File: src/design/csvt_pkg.sv
`default_nettype none

package csvt_pkg;

  localparam int unsigned ByteW        = 8;
  localparam int unsigned KindW        = 2;
  localparam int unsigned IndexW       = 4;
  localparam int unsigned LimitW       = 5;
  localparam int unsigned DefMaxFields = 16;

  localparam logic [LimitW-1:0] FieldLimitRst = LimitW'(12);

  localparam logic [ByteW-1:0] ChNul   = 8'h00;
  localparam logic [ByteW-1:0] ChLf    = 8'h0A;
  localparam logic [ByteW-1:0] ChCr    = 8'h0D;
  localparam logic [ByteW-1:0] ChQuote = 8'h22;
  localparam logic [ByteW-1:0] ChComma = 8'h2C;

  typedef enum logic [2:0] {
    MODE_START  = 3'd0,
    MODE_PLAIN  = 3'd1,
    MODE_QUOTED = 3'd2,
    MODE_QSEEN  = 3'd3,
    MODE_DONE   = 3'd4
  } mode_e;

  typedef enum logic [KindW-1:0] {
    KIND_DATA      = 2'd0,
    KIND_FIELD_END = 2'd1,
    KIND_LINE_END  = 2'd2
  } kind_e;

  typedef struct packed {
    kind_e             kind;
    logic [ByteW-1:0]  data_byte;
    logic [IndexW-1:0] field_index;
    logic              line_end;
  } result_t;

  typedef struct packed {
    logic    emit;
    result_t res;
  } parse_out_t;

endpackage

`default_nettype wire

File: src/design/csvt_if.sv
`default_nettype none

interface csvt_in_if;
  logic                        valid;
  logic                        ready;
  logic [csvt_pkg::ByteW-1:0]  byte_in;
  logic                        line_start;

  modport source (output valid, output byte_in, output line_start, input ready);
  modport sink (input valid, input byte_in, input line_start, output ready);
endinterface

interface csvt_out_if;
  logic                        valid;
  logic                        ready;
  logic [csvt_pkg::KindW-1:0]  kind;
  logic [csvt_pkg::ByteW-1:0]  data_byte;
  logic [csvt_pkg::IndexW-1:0] field_index;
  logic                        line_end;

  modport source (
    output valid, output kind, output data_byte, output field_index, output line_end,
    input ready
  );
  modport sink (
    input valid, input kind, input data_byte, input field_index, input line_end,
    output ready
  );
endinterface

`default_nettype wire

File: src/design/csvt_parse.sv
`default_nettype none

module csvt_parse #(
  parameter int unsigned MAX_FIELDS = csvt_pkg::DefMaxFields
) (
  input  wire logic                         clk_i,
  input  wire logic                         rst_ni,
  input  wire logic                         accept_i,
  input  wire logic [csvt_pkg::ByteW-1:0]   byte_i,
  input  wire logic                         line_start_i,
  input  wire logic [csvt_pkg::LimitW-1:0]  field_limit_i,
  output      csvt_pkg::parse_out_t         parse_o
);
  import csvt_pkg::*;

  localparam int unsigned CntW = $clog2(MAX_FIELDS + 1);
  localparam int unsigned CmpW = (CntW > LimitW) ? CntW : LimitW;
  localparam logic [CntW-1:0] MaxCnt = CntW'(MAX_FIELDS);

  mode_e            mode_q, mode_d, mode_cur;
  logic [CntW-1:0]  cnt_q, cnt_d, cnt_cur;
  logic             term, is_quote, is_comma, want_emit;
  logic [CmpW-1:0]  cnt_ext, lim_ext;
  kind_e            kind;
  logic [ByteW-1:0] data;
  logic             le;

  always_comb begin
    mode_cur = line_start_i ? MODE_START : mode_q;
    cnt_cur  = line_start_i ? '0 : cnt_q;
    term     = (byte_i == ChNul) || (byte_i == ChLf) || (byte_i == ChCr);
    is_quote = (byte_i == ChQuote);
    is_comma = (byte_i == ChComma);

    mode_d    = mode_cur;
    cnt_d     = cnt_cur;
    want_emit = 1'b0;
    kind      = KIND_DATA;
    data      = '0;
    le        = 1'b0;

    if (mode_cur == MODE_DONE) begin
      // rest of the line is dropped
    end else if (term) begin
      want_emit = 1'b1;
      kind      = (mode_cur == MODE_START) ? KIND_LINE_END : KIND_FIELD_END;
      le        = 1'b1;
      mode_d    = MODE_DONE;
    end else begin
      case (mode_cur)
        MODE_START: begin
          if (is_quote) begin
            mode_d = MODE_QUOTED;
          end else if (is_comma) begin
            want_emit = 1'b1;
            kind      = KIND_FIELD_END;
          end else begin
            want_emit = 1'b1;
            data      = byte_i;
            mode_d    = MODE_PLAIN;
          end
        end
        MODE_QUOTED: begin
          if (is_quote) begin
            mode_d = MODE_QSEEN;
          end else begin
            want_emit = 1'b1;
            data      = byte_i;
          end
        end
        MODE_QSEEN: begin
          if (is_quote) begin
            // doubled quote
            want_emit = 1'b1;
            data      = byte_i;
            mode_d    = MODE_QUOTED;
          end else if (is_comma) begin
            want_emit = 1'b1;
            kind      = KIND_FIELD_END;
          end else begin
            want_emit = 1'b1;
            data      = byte_i;
            mode_d    = MODE_PLAIN;
          end
        end
        default: begin
          want_emit = 1'b1;
          if (is_comma) begin
            kind = KIND_FIELD_END;
          end else begin
            data   = byte_i;
            mode_d = MODE_PLAIN;
          end
        end
      endcase
      if (is_comma && (mode_cur != MODE_QUOTED)) begin
        mode_d = MODE_START;
        if (cnt_cur != MaxCnt) begin
          cnt_d = cnt_cur + CntW'(1);
        end
      end
    end

    cnt_ext = CmpW'(cnt_cur);
    lim_ext = (CmpW'(field_limit_i) > CmpW'(MAX_FIELDS)) ? CmpW'(MAX_FIELDS)
                                                         : CmpW'(field_limit_i);

    parse_o.emit            = want_emit && (cnt_ext < lim_ext);
    parse_o.res.kind        = kind;
    parse_o.res.data_byte   = data;
    parse_o.res.field_index = cnt_ext[IndexW-1:0];
    parse_o.res.line_end    = le;
  end

  always_ff @(posedge clk_i or negedge rst_ni) begin
    if (!rst_ni) begin
      mode_q <= MODE_START;
      cnt_q  <= '0;
    end else if (accept_i) begin
      mode_q <= mode_d;
      cnt_q  <= cnt_d;
    end
  end

endmodule

`default_nettype wire

File: src/design/csv_line_tokenizer.sv
// csv_line_tokenizer: splits quoted csv lines into data bytes, field and line ends.
// in_ch_i carries one byte per beat plus a line_start flag on the first byte
// of each line. out_ch_o carries at most one result per input beat: a data
// byte, a field end, or a line end with no open field, tagged with the field
// index and a line_end flag. Fields at or past the field limit are silent.
// cfg_we_i/cfg_wdata_i write the field limit (reset 12); write only when idle.
// Throughput: one byte per cycle unless stalled. Latency: a result appears on
// out_ch_o the cycle after its byte is taken; it is set by the single result
// register behind the parse logic. Bytes that cause no result leave nothing.
// Reset clears the parse mode and field counter (parsing starts at field
// start) and empties the result register.
// A stalled receiver holds the result; in_ch_i.ready follows out_ch_o.ready
// while a result is waiting, so a new byte is taken in the same cycle the
// old result leaves.
`default_nettype none

module csv_line_tokenizer #(
  parameter int unsigned MAX_FIELDS = csvt_pkg::DefMaxFields
) (
  input  wire logic                        clk_i,
  input  wire logic                        rst_ni,
  csvt_in_if.sink                          in_ch_i,
  csvt_out_if.source                       out_ch_o,
  input  wire logic                        cfg_we_i,
  input  wire logic [csvt_pkg::LimitW-1:0] cfg_wdata_i
);
  import csvt_pkg::*;

  logic [LimitW-1:0] field_limit_q;
  logic              accept;
  parse_out_t        parse;
  logic              out_valid_q, out_valid_d;
  result_t           out_res_q;

  assign in_ch_i.ready = !out_valid_q || out_ch_o.ready;
  assign accept        = in_ch_i.valid && in_ch_i.ready;

  always_ff @(posedge clk_i or negedge rst_ni) begin
    if (!rst_ni) begin
      field_limit_q <= FieldLimitRst;
    end else if (cfg_we_i) begin
      field_limit_q <= cfg_wdata_i;
    end
  end

  csvt_parse #(
    .MAX_FIELDS(MAX_FIELDS)
  ) u_parse (
    .clk_i        (clk_i),
    .rst_ni       (rst_ni),
    .accept_i     (accept),
    .byte_i       (in_ch_i.byte_in),
    .line_start_i (in_ch_i.line_start),
    .field_limit_i(field_limit_q),
    .parse_o      (parse)
  );

  always_comb begin
    out_valid_d = out_valid_q;
    if (accept && parse.emit) begin
      out_valid_d = 1'b1;
    end else if (out_ch_o.ready) begin
      out_valid_d = 1'b0;
    end
  end

  always_ff @(posedge clk_i or negedge rst_ni) begin
    if (!rst_ni) begin
      out_valid_q <= 1'b0;
    end else begin
      out_valid_q <= out_valid_d;
    end
  end

  always_ff @(posedge clk_i) begin
    if (accept && parse.emit) begin
      out_res_q <= parse.res;
    end
  end

  assign out_ch_o.valid       = out_valid_q;
  assign out_ch_o.kind        = out_res_q.kind;
  assign out_ch_o.data_byte   = out_res_q.data_byte;
  assign out_ch_o.field_index = out_res_q.field_index;
  assign out_ch_o.line_end    = out_res_q.line_end;

`ifndef ASSERT_OFF
  // no byte may be taken while a result is stuck in the register
  a_no_overrun: assert property (@(posedge clk_i) disable iff (!rst_ni)
    out_valid_q && !out_ch_o.ready |-> !in_ch_i.ready)
    else $error("input taken while result stalled");

  a_data_not_line_end: assert property (@(posedge clk_i) disable iff (!rst_ni)
    out_valid_q && (out_res_q.kind == KIND_DATA) |-> !out_res_q.line_end)
    else $error("data beat flagged as line end");

  a_line_end_flag: assert property (@(posedge clk_i) disable iff (!rst_ni)
    out_valid_q && (out_res_q.kind == KIND_LINE_END) |-> out_res_q.line_end)
    else $error("empty line end without line_end flag");

  a_marker_zero_byte: assert property (@(posedge clk_i) disable iff (!rst_ni)
    out_valid_q && (out_res_q.kind != KIND_DATA) |-> (out_res_q.data_byte == '0))
    else $error("marker beat carries a data byte");
`endif

endmodule

`default_nettype wire
File: src/flat_wrapper.sv
// flat-port wrapper written by rule: the top's interface ports become plain ports
module csv_line_tokenizer_flat import csvt_pkg::*;
#(
  parameter int unsigned MAX_FIELDS = csvt_pkg::DefMaxFields
)
  (clk_i, rst_ni, cfg_we_i, cfg_wdata_i, in_ch_i_valid, in_ch_i_byte_in, in_ch_i_line_start, in_ch_i_ready, out_ch_o_valid, out_ch_o_kind, out_ch_o_data_byte, out_ch_o_field_index, out_ch_o_line_end, out_ch_o_ready);
  csvt_in_if in_ch_i_i ();
  csvt_out_if out_ch_o_i ();
  input  wire logic clk_i;
  input  wire logic rst_ni;
  input  wire logic cfg_we_i;
  input  wire logic [csvt_pkg::LimitW-1:0] cfg_wdata_i;
  input wire logic [$bits(in_ch_i_i.valid)-1:0] in_ch_i_valid;
  input wire logic [$bits(in_ch_i_i.byte_in)-1:0] in_ch_i_byte_in;
  input wire logic [$bits(in_ch_i_i.line_start)-1:0] in_ch_i_line_start;
  output wire logic [$bits(in_ch_i_i.ready)-1:0] in_ch_i_ready;
  output wire logic [$bits(out_ch_o_i.valid)-1:0] out_ch_o_valid;
  output wire logic [$bits(out_ch_o_i.kind)-1:0] out_ch_o_kind;
  output wire logic [$bits(out_ch_o_i.data_byte)-1:0] out_ch_o_data_byte;
  output wire logic [$bits(out_ch_o_i.field_index)-1:0] out_ch_o_field_index;
  output wire logic [$bits(out_ch_o_i.line_end)-1:0] out_ch_o_line_end;
  input wire logic [$bits(out_ch_o_i.ready)-1:0] out_ch_o_ready;
  assign in_ch_i_i.valid = in_ch_i_valid;
  assign in_ch_i_i.byte_in = in_ch_i_byte_in;
  assign in_ch_i_i.line_start = in_ch_i_line_start;
  assign in_ch_i_ready = in_ch_i_i.ready;
  assign out_ch_o_valid = out_ch_o_i.valid;
  assign out_ch_o_kind = out_ch_o_i.kind;
  assign out_ch_o_data_byte = out_ch_o_i.data_byte;
  assign out_ch_o_field_index = out_ch_o_i.field_index;
  assign out_ch_o_line_end = out_ch_o_i.line_end;
  assign out_ch_o_i.ready = out_ch_o_ready;
  csv_line_tokenizer #(.MAX_FIELDS(MAX_FIELDS)) u_core (.clk_i(clk_i), .rst_ni(rst_ni), .in_ch_i(in_ch_i_i), .out_ch_o(out_ch_o_i), .cfg_we_i(cfg_we_i), .cfg_wdata_i(cfg_wdata_i));
endmodule
File: config.mk
export PLATFORM = sky130hd
export DESIGN_NAME = csv_line_tokenizer_flat
export DESIGN_NICKNAME = d
export VERILOG_FILES = /design/src/design/csvt_pkg.sv /design/src/design/csvt_if.sv /design/src/design/csvt_parse.sv /design/src/design/csv_line_tokenizer.sv /design/src/flat_wrapper.sv
export SDC_FILE = /design/constraint.sdc
export NUM_CORES = 1
export LEC_CHECK = 0
export BUFFER_PORTS_ARGS = -buffer_cell sky130_fd_sc_hd__buf_2
export CORE_MARGIN = 2
export CORE_UTILIZATION = 40
export CTS_CLUSTER_DIAMETER = 150
export DETAILED_ROUTE_END_ITERATION = 10
export GPL_ROUTABILITY_DRIVEN = 0
export MAX_ROUTING_LAYER = met4
export SLEW_MARGIN = 20
export SYNTH_ARGS = -nofsm -noshare
export SYNTH_HDL_FRONTEND = slang
export SYNTH_SLANG_ARGS = --single-unit
export TNS_END_PERCENT = 1
File: constraint.sdc
create_clock -name clk_i -period 7.18 [get_ports clk_i]
set_clock_uncertainty 0.2 [all_clocks]
set_input_delay 0.718 -clock clk_i [delete_from_list [all_inputs] [get_ports clk_i]]
set_output_delay 0.718 -clock clk_i [all_outputs]
set_load 0.01 [all_outputs]
==> Flow_metrics.wiki, run 1 <==
{| class="wikitable"
! Metric !! Value
|-
| Number of instances in the synthesized netlist || 146
|-
| Area growth syn-to-layout || 19.8%
|-
| Crit path max fanout || 18
|-
| Min Clock Period, post-route || 2.95 ns
|-
| Grt met1 use || 23.1%
|-
| Slack of the critical path || 4.23 ns
|-
| Pre-CTS WS || 3.63 ns
|-
| Overall fraction of global-route tracks in use || 17.6%
|-
| Seq cells post-synth || 29
|-
| Via count || 1237
|-
| Required time of the critical path || 6.89 ns
|-
| Critical path endpoint category || flop
|-
| Global routing met2 resource utilization || 26.3%
|-
| CP startpoint || in_ch_i_line_start
|-
| Number of nets still failing antenna checks after routing || 0
|-
| Unrepaired setup endpoints after global routing || false
|-
| P per Cell Area || 217 nW/µm²
|-
| Met3 layer usage reported by global route || 3.92%
|-
| Number of slew-limit violations in the final report || 0
|-
| Number of filler cells placed in the layout || 344
|-
| Via count of the first global-routing pass || 1143
|-
| Ratio of final minimum period to clock period || 41.1%
|-
| Post-route DRC || 0
|-
| Clock transition at path regs || 0.07 ns
|-
| Effective utilization at floorplan || 42.2%
|-
| Top cell by count, worst path || nor2b_1
|-
| CTS H-Tree Depth || 2
|-
| Seq/Total Area, Yosys || 51.6%
|-
| Share of the synthesized area in the top cell type || 29.0%
|-
| Count of standard-cell rows || 22
|-
| Count of different cell masters after synthesis || 41
|-
| Biggest area contributors in the synthesized netlist || edfxtp_1, dfrtp_1, ha_1
|-
| Number of iterations in the first detailed-routing pass || 4
|-
| Netlist area before placement || 1560 µm²
|-
| CTS tree || yes
|-
| Mean Syn Cell Area || 10.7 µm²
|-
| Initial antenna violation count || 0
|-
| IO Pins || 36
|-
| Post-detailed-route via-to-cell ratio || 5.33
|-
| Die height || 66.4 µm
|-
| Maximum clock path buffer count || 2
|-
| Number of buffers created by CTS || 5
|-
| First-pass GRT wire length || 5.55 mm
|-
| Starting DRT DRC Count || 52
|-
| Peak ir drop on the vdd network || 0.0888 mV
|-
| Core area || 3690 µm²
|-
| Remaining max-slew budget at the tightest pin || 53.6%
|-
| Crit path max-delay cell type || nor2_2
|-
| GR Overflow Total || 0
|-
| Yosys warns || 0
|-
| Highest cell delay on the worst timing path || 0.56 ns
|-
| Slew at the pin closest to its max-slew limit || 0.695 ns
|-
| Antenna Cells || 0
|-
| Hold-fix buffers, CTS || 0
|-
| Arr. time, crit path || 2.66 ns
|-
| Layout cells sized above 1 || 30.4%
|-
| Clock Latency Late Sink || 0.28 ns
|-
| Full die area || 4400 µm²
|-
| Largest net degree at the start of global routing || 19
|-
| Leak pwr || 0.796 nW
|-
| Number of nets at the end of the flow || 208
|-
| Sum of negative setup slack || 0 ns
|-
| Half-perimeter wire length of the detailed placement result || 2.44 mm
|-
| Number of hold violations in the final report || 0
|-
| FF/Latch Area || 803 µm²
|-
| DR WL/cell || 14.7 µm
|-
| Most area-hungry cell type in the Yosys netlist || edfxtp_1
|-
| Worst setup path category || input pin to flop
|-
| Max cap viols || 0
|-
| Library cell used as clock root buffer || clkbuf_8
|-
| Post-cts sizing count || 0
|-
| Path category of the worst min-delay check || input pin to asynchronous set/reset pin
|-
| # setup viols final || 0
|-
| Busiest layer in global routing || met2
|-
| Total Routed Length || 3.41 mm
|-
| Reg2reg end || u_core.out_ch_o.kind[1]$_SDFFCE_PP0P_
|-
| Launch point of the worst reg-to-reg path || u_core.u_parse.cnt_q[2]$_DFFE_PN0P_
|-
| Outcome || completed
|-
| Slack of the worst reg-to-reg path || 4.42 ns
|-
| Critical Path Source Type || input pin
|-
| Die width || 66.4 µm
|-
| Critical path destination || u_core.out_ch_o.kind[1]$_SDFFCE_PP0P_
|-
| Synthesized netlist net count || 171
|-
| Input/output buffers || 35
|-
| Timing-limited maximum frequency || 339 MHz
|-
| Count of cells along the worst register-to-register path || 7
|-
| Critical-path cell list || buf_2, nor2b_1, ha_1, a21oi_1, nor2b_1, o31ai_1, nand3_1, nor2_2
|-
| Clk sink count || 29
|-
| Area of the multi-input gates || 712 µm²
|-
| Total setup buffers inserted after CTS || 0
|}
[sequential cells by signal, summed over array words and instances (netlist names)]
name                         count
u_core.out_ch_o.line_end         1
u_core.u_parse.cnt_q             5
u_core.u_parse.mode_q            3
u_core.field_limit_q             5
u_core.out_ch_o.valid            1
u_core.out_ch_o.kind             2
u_core.out_ch_o.field_index      4
u_core.out_ch_o.data_byte        8
[layer usage]
metal,vias to the layer above,part of all wire [%]
met4,0,1.9
met1,576,46
met2,40,46
met3,6,6.0
met5,-,0
li1,615,-
[area by class of cell]
class                   instances  share of cell area (%)
clock buffers                   5                    3.69
clock inverters                 3                   0.940
inverters                       5                    1.01
multi-input cells             106                    38.2
flip-flops and latches         29                    43.1
well taps                      48                    3.22
repair buffers                 36                    9.81
[per-stage QoR]
stage / util, % / power (mW) / instances / area [µm²] / hold slack, ns
6_report: 50.5 / 0.404 / 232 / 1860 / 0.130
3_3_place_gp: 48.1 / 0.272 / 224 / 1770 / 0.298
3_5_place_dp: 48.1 / 0.274 / 224 / 1770 / 0.299
5_1_grt: 50.5 / 0.425 / 232 / 1860 / 0.148
4_1_cts: 50.4 / 0.407 / 232 / 1860 / 0.149
2_1_floorplan: - / 0.247 / 146 / 1560 / 0.222
[worst min-delay path by stage]
stage                                                   start                                   end  slack (ns)  depth (start not counted)
after floorplan                                        rst_ni   u_core.field_limit_q[0]$_DFFE_PN0P_        0.22                          0
after global placement    u_core.field_limit_q[1]$_DFFE_PN0P_   u_core.field_limit_q[1]$_DFFE_PN0P_        0.30                          1
after detailed placement  u_core.field_limit_q[1]$_DFFE_PN0P_   u_core.field_limit_q[1]$_DFFE_PN0P_        0.30                          1
after CTS                                              rst_ni  u_core.u_parse.mode_q[2]$_DFFE_PN0P_        0.15                          1
after global routing                                   rst_ni  u_core.u_parse.mode_q[2]$_DFFE_PN0P_        0.15                          1
final                                                  rst_ni   u_core.field_limit_q[1]$_DFFE_PN0P_        0.13                          1
[worst max-delay path, delay by kind of cell]
family | cells | cell delay [ns]
buffers and inverters | 1 | 0.20
AO/OA/AOI/OAI | 2 | 0.39
AND/OR/NAND/NOR | 4 | 1.05
adder cells (fa/ha/maj) | 1 | 0.30
[kinds of logic after synthesis]
kind of cell,after synthesis,synth area share (%)
buf+inv,11,2.74
xor+xnor,1,0.563
compound gates,27,12.2
flops,29,51.6
simple gates,67,24.5
mux,5,3.54
fa+ha+maj,6,4.83
[placed cells by master, fill, tap and decap left out, types with 2 or more instances in the layout]
master and n:
inv_1 5, nor4_1 3, buf_2 35, nand2b_1 3, and3_1 5, nor3_1 5
o31ai_1 4, nor2_1 13, a21oi_1 5, nand3b_1 2, a22o_1 3, nand3_1 5
dfstp_2 2, ha_1 6, nand2_1 12, and2_1 3, edfxtp_1 15, dfrtp_1 12
nor2b_1 7, clkbuf_8 5, clkinv_2 2, or3_1 2, o21ai_0 5, mux2_2 4
[where the power goes]
group | internal (mW) | switching, mW
clock | 0.0667 | 0.0655
combinational | 0.0277 | 0.0389
sequential | 0.196 | 0.00928
[synth_stat cells]
cell type / n
a221o_1: 1
nor2b_1: 7
o21bai_1: 1
ha_1: 6
o22a_1: 1
or3_1: 2
inv_1: 5
nand2_2: 1
nor4b_2: 1
o211ai_1: 1
edfxtp_1: 15
mux2_2: 4
xor2_1: 1
a32oi_1: 1
nor2_1: 14
dfrtp_1: 12
nor4_4: 1
a22o_1: 3
o21ai_0: 5
buf_2: 1
mux2i_1: 1
o311ai_0: 1
clkbuf_1: 5
nand3_1: 5
nor3_1: 5
or4b_4: 1
or3b_2: 1
and3_1: 5
o31ai_1: 4
a211o_1: 1
nor4_1: 3
o311a_1: 1
a31oi_1: 1
o21a_1: 1
nand2b_1: 3
nand4b_1: 1
and2_1: 3
a21oi_1: 5
nand2_1: 12
nand3b_1: 2
dfstp_2: 2
(Power assumes the default switching activity.)
==> run 2, diff against run 1 <==
--- a/config.mk
+++ b/config.mk
@@ -5,6 +5,7 @@
 export SDC_FILE = /design/constraint.sdc
 export NUM_CORES = 1
 export LEC_CHECK = 0
+export ABC_AREA = 1
 export BUFFER_PORTS_ARGS = -buffer_cell sky130_fd_sc_hd__buf_2
 export CORE_MARGIN = 2
 export CORE_UTILIZATION = 40
==> constraint.sdc (replaced) <==
create_clock -name clk_i -period 2.4 [get_ports clk_i]
set_clock_uncertainty 0.2 [all_clocks]
set_input_delay 0.24 -clock clk_i [delete_from_list [all_inputs] [get_ports clk_i]]
set_output_delay 0.24 -clock clk_i [all_outputs]
set_load 0.01 [all_outputs]
==> Flow_metrics.wiki, run 2 <==
{| class="wikitable"
! Metric !! Value
|-
| Count of standard-cell rows || 23
|-
| PnR Total Power || 1.28 mW
|-
| Critical Path Source Type || flop
|-
| Library cell used as clock root buffer || clkbuf_8
|-
| Slack of the critical path || 0.125 ns
|-
| Most area-hungry cell type in the Yosys netlist || edfxtp_1
|-
| Initial antenna violation count || 0
|-
| Synthesized netlist net count || 234
|-
| Top_reg_cell synth || edfxtp_1
|-
| Most frequently used cell type in the post-synthesis netlist || nand2_1
|-
| Core area || 4030 µm²
|-
| Yosys warns || 0
|-
| Max cap viols || 0
|-
| Layout cells sized above 1 || 26.1%
|-
| Bufs and invs on worst path || 2
|-
| Effective utilization at floorplan || 41.7%
|-
| Biggest area contributors in the synthesized netlist || edfxtp_1, dfrtp_1, nand2_1
|-
| Pre-CTS WS || 0.0278 ns
|-
| Reg2reg end || u_core.out_ch_o.kind[0]$_SDFFCE_PP0P_
|-
| Post-route DRC || 0
|-
| Mean Syn Cell Area || 8.04 µm²
|-
| Slack of the worst reg-to-reg path || 0.13 ns
|-
| Clock transition at path regs || 0.06 ns
|-
| Number of instances in the synthesized netlist || 209
|-
| CTS tree || yes
|-
| Peak ir drop on the vdd network || 0.220 mV
|-
| Share of the synthesized area in the top cell type || 26.8%
|-
| Timing-limited maximum frequency || 440 MHz
|-
| CTS H-Tree Depth || 2
|-
| DR WL/cell || 11.8 µm
|-
| Crit path max-delay cell type || dfrtp_1
|-
| Critical path endpoint category || flop
|-
| Min Clock Period, post-route || 2.27 ns
|-
| Via count || 1506
|-
| Post-detailed-route via-to-cell ratio || 4.80
|-
| Count of different cell masters after synthesis || 30
|-
| Clk sink count || 29
|-
| Die height || 68.8 µm
|-
| Launch point of the worst hold path || cfg_we_i
|-
| Crit path max fanout || 15
|-
| Via count of the first global-routing pass || 1291
|-
| Antenna Cells || 0
|-
| Critical-path cell list || o41ai_4, nand2_1, ha_4, nand2_1, inv_1, o21ai_2, o21ai_2, nor2_4, buf_12
|-
| Seq cells post-synth || 29
|-
| Commonest non-fill, non-tap cell in the layout || nand2_1
|-
| Launch point of the worst reg-to-reg path || u_core.field_limit_q[0]$_DFFE_PN0P_
|-
| Total Routed Length || 3.70 mm
|-
| Outcome || completed
|-
| Largest net degree at the start of global routing || 16
|-
| Final-layout worst hold slack || 0.0506 ns
|-
| Clock Latency Late Sink || 0.28 ns
|-
| Slew at the pin closest to its max-slew limit || 0.342 ns
|-
| Post-Layout Cell Count || 314
|-
| Path category of the worst min-delay check || input pin to flop
|-
| Number of hold violations in the final report || 0
|-
| Cell count after placement || 299
|-
| Half-perimeter wire length of the detailed placement result || 2.72 mm
|-
| CP startpoint || u_core.field_limit_q[0]$_DFFE_PN0P_
|-
| Die width || 68.8 µm
|-
| Input/output buffers || 35
|-
| GR Overflow Total || 0
|-
| Area growth syn-to-layout || 28.7%
|-
| Number of nets at the end of the flow || 288
|-
| Core occupancy in the finished layout || 53.7%
|-
| P per Cell Area || 593 nW/µm²
|-
| Leak pwr || 1.11 nW
|-
| Critical path destination || u_core.out_ch_o.kind[0]$_SDFFCE_PP0P_
|-
| IO Pins || 36
|-
| Highest cell delay on the worst timing path || 0.41 ns
|-
| Seq/Total Area, Yosys || 47.8%
|-
| Number of slew-limit violations in the final report || 0
|-
| Starting DRT DRC Count || 92
|-
| First-pass GRT wire length || 6.13 mm
|-
| Remaining max-slew budget at the tightest pin || 77.2%
|-
| Count of cells along the worst register-to-register path || 9
|-
| Number of stages on the worst setup path || 9
|-
| Arr. time, crit path || 2.07 ns
|-
| Number of iterations in the first detailed-routing pass || 4
|-
| Netlist area before placement || 1680 µm²
|-
| Required time of the critical path || 2.19 ns
|-
| Maximum clock path buffer count || 2
|-
| Number of nets still failing antenna checks after routing || 0
|-
| # setup viols final || 0
|-
| Worst setup path category || flop to flop
|-
| Number of flops mapped to enable cells by yosys || 15
|-
| Ys async rst share || 48.3%
|-
| Full die area || 4740 µm²
|-
| Ratio of final minimum period to clock period || 94.8%
|-
| Overall fraction of global-route tracks in use || 18.5%
|-
| Delay-heaviest family, CP || compound AO/OA/AOI/OAI gates
|-
| Number of flip-flops in the largest register || 8
|-
| Number of buffers created by CTS || 5
|-
| Top post-synthesis cells by count || nand2_1, inv_1, nor2_1
|-
| Commonest cells after routing, fill and taps aside || nand2_1, buf_2, inv_1
|}
==> run 2: changes by cell type after synthesis, sizes merged, moves of 5 or more <==
cell	change
o21ai	+9
nand3	+5
nor2	+10
inv	+21
nand2	+66
nand4	+5
and3	-5
nor2b	-7
==> run 2: worst min-delay path by stage <==
| stage | to | depth (start not counted) |
|---|---|---|
| finish | u_core.field_limit_q[0]$_DFFE_PN0P_ | 2 |
| global route | u_core.field_limit_q[0]$_DFFE_PN0P_ | 2 |
| CTS | u_core.field_limit_q[1]$_DFFE_PN0P_ | 2 |
| detailed placement | u_core.field_limit_q[0]$_DFFE_PN0P_ | 1 |
| global placement | u_core.out_ch_o.valid$_DFFE_PN0P_ | 1 |
| floorplan | u_core.field_limit_q[0]$_DFFE_PN0P_ | 0 |
==> run 2: logic make-up (layout without fill, tap and decap cells) <==
kind of cell | after synthesis | in the layout | share of synthesized area [%]
flip-flops | 29 | 29 | 47.8
AO/OA/AOI/OAI | 21 | 21 | 7.07
multiplexers | 3 | 3 | 2.01
adder cells (fa/ha/maj) | 6 | 6 | 4.47
buffers and inverters | 28 | 83 | 6.70
AND/OR/NAND/NOR | 122 | 122 | 31.9
==> run 2: through the flow <==
stage	instance area [µm²]	TNS, ns
after detailed placement	1980	0
after global placement	1980	0
after CTS	2130	0
after floorplan	1700	0
final	2160	0
after global routing	2160	-0.0809
==> run 2: area by class of cell <==
type | instances | area [µm²]
Timing Repair Buffer | 49 | 308
Sequential cell | 29 | 803
Clock buffer | 5 | 68.8
Clock inverter | 3 | 12.5
Fill cell | 397 | 1870
Tap cell | 50 | 62.6
Multi-Input combinational cell | 152 | 811
Inverter | 26 | 97.6
==> run 2: report_power, final <==
part / switching, mW / internal (mW) / total, mW
clock: 0.181 / 0.194 / 0.376
sequential: 0.0292 / 0.593 / 0.622
combinational: 0.167 / 0.119 / 0.286
==> run 2: repair_timing <==
| action | CTS | global route |
|---|---|---|
| hold endpoints to repair | 18 | 1 |
| endpoints found under the setup margin | 15 | 15 |
| hold buffers | 5 | 1 |
| resized for setup | 1 | 5 |
| setup buffers | 0 | 1 |
| pin swaps | 0 | 3 |
==> run 2: per-layer routing <==
metal	up-vias	track usage [%]	wire length, µm
met5	-	-	0
met3	5	5.84	168
li1	786	-	-
met1	682	25.1	1770
met4	0	5.15	51
met2	33	26.7	1710
==> run 3, diff against run 2 <==
--- a/config.mk
+++ b/config.mk
@@ -7,6 +7,7 @@
 export LEC_CHECK = 0
 export ABC_AREA = 1
 export BUFFER_PORTS_ARGS = -buffer_cell sky130_fd_sc_hd__buf_2
+export CORE_ASPECT_RATIO = 1.2
 export CORE_MARGIN = 2
 export CORE_UTILIZATION = 40
 export CTS_CLUSTER_DIAMETER = 150
==> Flow_metrics.wiki, run 3 (synthesized netlist as in run 2, its figures left out) <==
{| class="wikitable"
! Metric !! Value
|-
| Top cell by count, worst path || nand2_1
|-
| Number of slew-limit violations in the final report || 0
|-
| First-pass GRT wire length || 6.22 mm
|-
| End of the worst hold path || u_core.field_limit_q[4]$_DFFE_PN0P_
|-
| Slew at the pin closest to its max-slew limit || 0.326 ns
|-
| Slack of the worst reg-to-reg path || 0.12 ns
|-
| Crit path max fanout || 15
|-
| Antenna Cells || 0
|-
| Total setup buffers inserted after CTS || 0
|-
| Full die area || 4740 µm²
|-
| Number of buffers created by CTS || 5
|-
| Required time of the critical path || 2.19 ns
|-
| Maximum clock path buffer count || 2
|-
| Clock Latency Late Sink || 0.28 ns
|-
| Post-detailed-route via-to-cell ratio || 4.75
|-
| Min Clock Period, post-route || 2.28 ns
|-
| Number of nets at the end of the flow || 286
|-
| Number of iterations in the first detailed-routing pass || 4
|-
| Max cap viols || 0
|-
| Initial antenna violation count || 0
|-
| Depth of the worst hold-timing path || 2
|-
| Path category of the worst min-delay check || input pin to flop
|-
| Library cell used as clock root buffer || clkbuf_8
|-
| Core occupancy in the finished layout || 54.4%
|-
| Clock transition at path regs || 0.06 ns
|-
| Sum of negative setup slack || 0 ns
|-
| Number of nets still failing antenna checks after routing || 0
|-
| Arr. time, crit path || 2.08 ns
|-
| Total Routed Length || 3.74 mm
|-
| Starting DRT DRC Count || 39
|-
| Launch point of the worst hold path || cfg_we_i
|-
| Number of flip-flops in the largest register || 8
|-
| Count of standard-cell rows || 25
|-
| Worst setup path category || flop to flop
|-
| Number of hold violations in the final report || 0
|-
| Critical Path Source Type || flop
|-
| DR WL/cell || 11.8 µm
|-
| P per Cell Area || 642 nW/µm²
|-
| Outcome || completed
|-
| Commonest cells after routing, fill and taps aside || nand2_1, buf_2, inv_1
|-
| IO Pins || 36
|-
| Delay-heaviest family, CP || compound AO/OA/AOI/OAI gates
|-
| Peak ir drop on the vdd network || 0.396 mV
|-
| Effective utilization at floorplan || 42.3%
|-
| Layout cells sized above 1 || 24.8%
|-
| # setup viols final || 0
|-
| Count of cells along the worst register-to-register path || 9
|-
| Critical path endpoint category || flop
|-
| Via count || 1501
|-
| Launch point of the worst reg-to-reg path || u_core.field_limit_q[1]$_DFFE_PN0P_
|-
| Bufs and invs on worst path || 2
|-
| Commonest non-fill, non-tap cell in the layout || nand2_1
|-
| Final-layout worst hold slack || 0.0496 ns
|-
| Input/output buffers || 35
|-
| GR Overflow Total || 0
|-
| Critical-path cell list || o41ai_4, nand2_1, ha_1, nand2_1, inv_1, o21ai_1, o21ai_2, nor2_4, buf_12
|-
| Clk sink count || 29
|-
| Crit path max-delay cell type || dfrtp_1
|-
| Ratio of final minimum period to clock period || 95.0%
|-
| Area growth syn-to-layout || 28.7%
|-
| PnR Total Power || 1.39 mW
|-
| Via count of the first global-routing pass || 1387
|-
| Die width || 63.2 µm
|-
| Highest cell delay on the worst timing path || 0.42 ns
|-
| CTS H-Tree Depth || 2
|-
| Leak pwr || 1.11 nW
|-
| Post-route DRC || 0
|-
| Core area || 3970 µm²
|-
| Half-perimeter wire length of the detailed placement result || 2.89 mm
|-
| Die height || 75 µm
|-
| CTS tree || yes
|-
| Reg2reg end || u_core.out_ch_o.data_byte[1]$_SDFFCE_PP0P_
|-
| Timing-limited maximum frequency || 438 MHz
|-
| Overall fraction of global-route tracks in use || 17.9%
|-
| Largest net degree at the start of global routing || 16
|-
| Remaining max-slew budget at the tightest pin || 78.1%
|}
run 3: cell types whose count changed in the layout (fill, tap and decap cells not counted), sizes merged:
cell    delta
buf        -2
clkinv     -2
bufinv     +1
clkbuf     +1
run 3: power breakdown:
group	switching [mW]	internal, mW
Clock	0.184	0.306
Sequential	0.0289	0.593
Combinational	0.165	0.112
Total	0.378	1.01
run 3: worst register-to-register path, delay by kind of cell (launching register included):
kind,cells,cell delay (ns)
AO/OA/AOI/OAI,3,0.62
AND/OR/NAND/NOR,3,0.27
adder cells (fa/ha/maj),1,0.30
buffers and inverters,2,0.19
flip-flops,1,0.42
run 3: worst max path at each step:
stage,cells after the start,endpoint,from,slack [ns]
2_1_floorplan,8,u_core.out_ch_o.data_byte[0]$_SDFFCE_PP0P_,u_core.field_limit_q[0]$_DFFE_PN0P_,0.08
3_3_place_gp,9,u_core.out_ch_o.data_byte[0]$_SDFFCE_PP0P_,u_core.field_limit_q[0]$_DFFE_PN0P_,0.06
3_5_place_dp,9,u_core.out_ch_o.data_byte[2]$_SDFFCE_PP0P_,u_core.field_limit_q[0]$_DFFE_PN0P_,0.02
4_1_cts,9,u_core.out_ch_o.data_byte[2]$_SDFFCE_PP0P_,u_core.field_limit_q[0]$_DFFE_PN0P_,0.008
5_1_grt,9,u_core.out_ch_o.data_byte[2]$_SDFFCE_PP0P_,u_core.field_limit_q[1]$_DFFE_PN0P_,-0.008
6_report,9,u_core.out_ch_o.data_byte[1]$_SDFFCE_PP0P_,u_core.field_limit_q[1]$_DFFE_PN0P_,0.12
run 3: through the flow:
step / setup slack, ns / instances / cell area (µm²)
final: 0.119 / 316 / 2160
after global routing: -0.00802 / 316 / 2160
after CTS: 0.00814 / 316 / 2150
after detailed placement: 0.0216 / 302 / 1980
after global placement: 0.0628 / 302 / 1980
after floorplan: 0.0775 / 209 / 1700
run 3: repair_timing:
action,CTS,global route
hold buffers,6,0
endpoints found under the setup margin,0,16
gates resized for setup,0,4
endpoints found under the hold margin,19,0
run 3: area by class of cell:
cell class	instances	area [µm²]
Clock inverter	2	33.8
Timing Repair Buffer	47	293
Sequential cell	29	803
Clock buffer	6	72.6
Fill cell	389	1810
Inverter	26	97.6
Multi-Input combinational cell	152	795
Tap cell	54	67.6
run 3: routing by layer:
metal  track usage (%)  up-vias  routed length, µm
li1                  -      786                  -
met1              19.7      669               1590
met2              32.4       40               1930
met3              3.29        6                164
met4              7.41        0                 54
met5                 -        -                  0
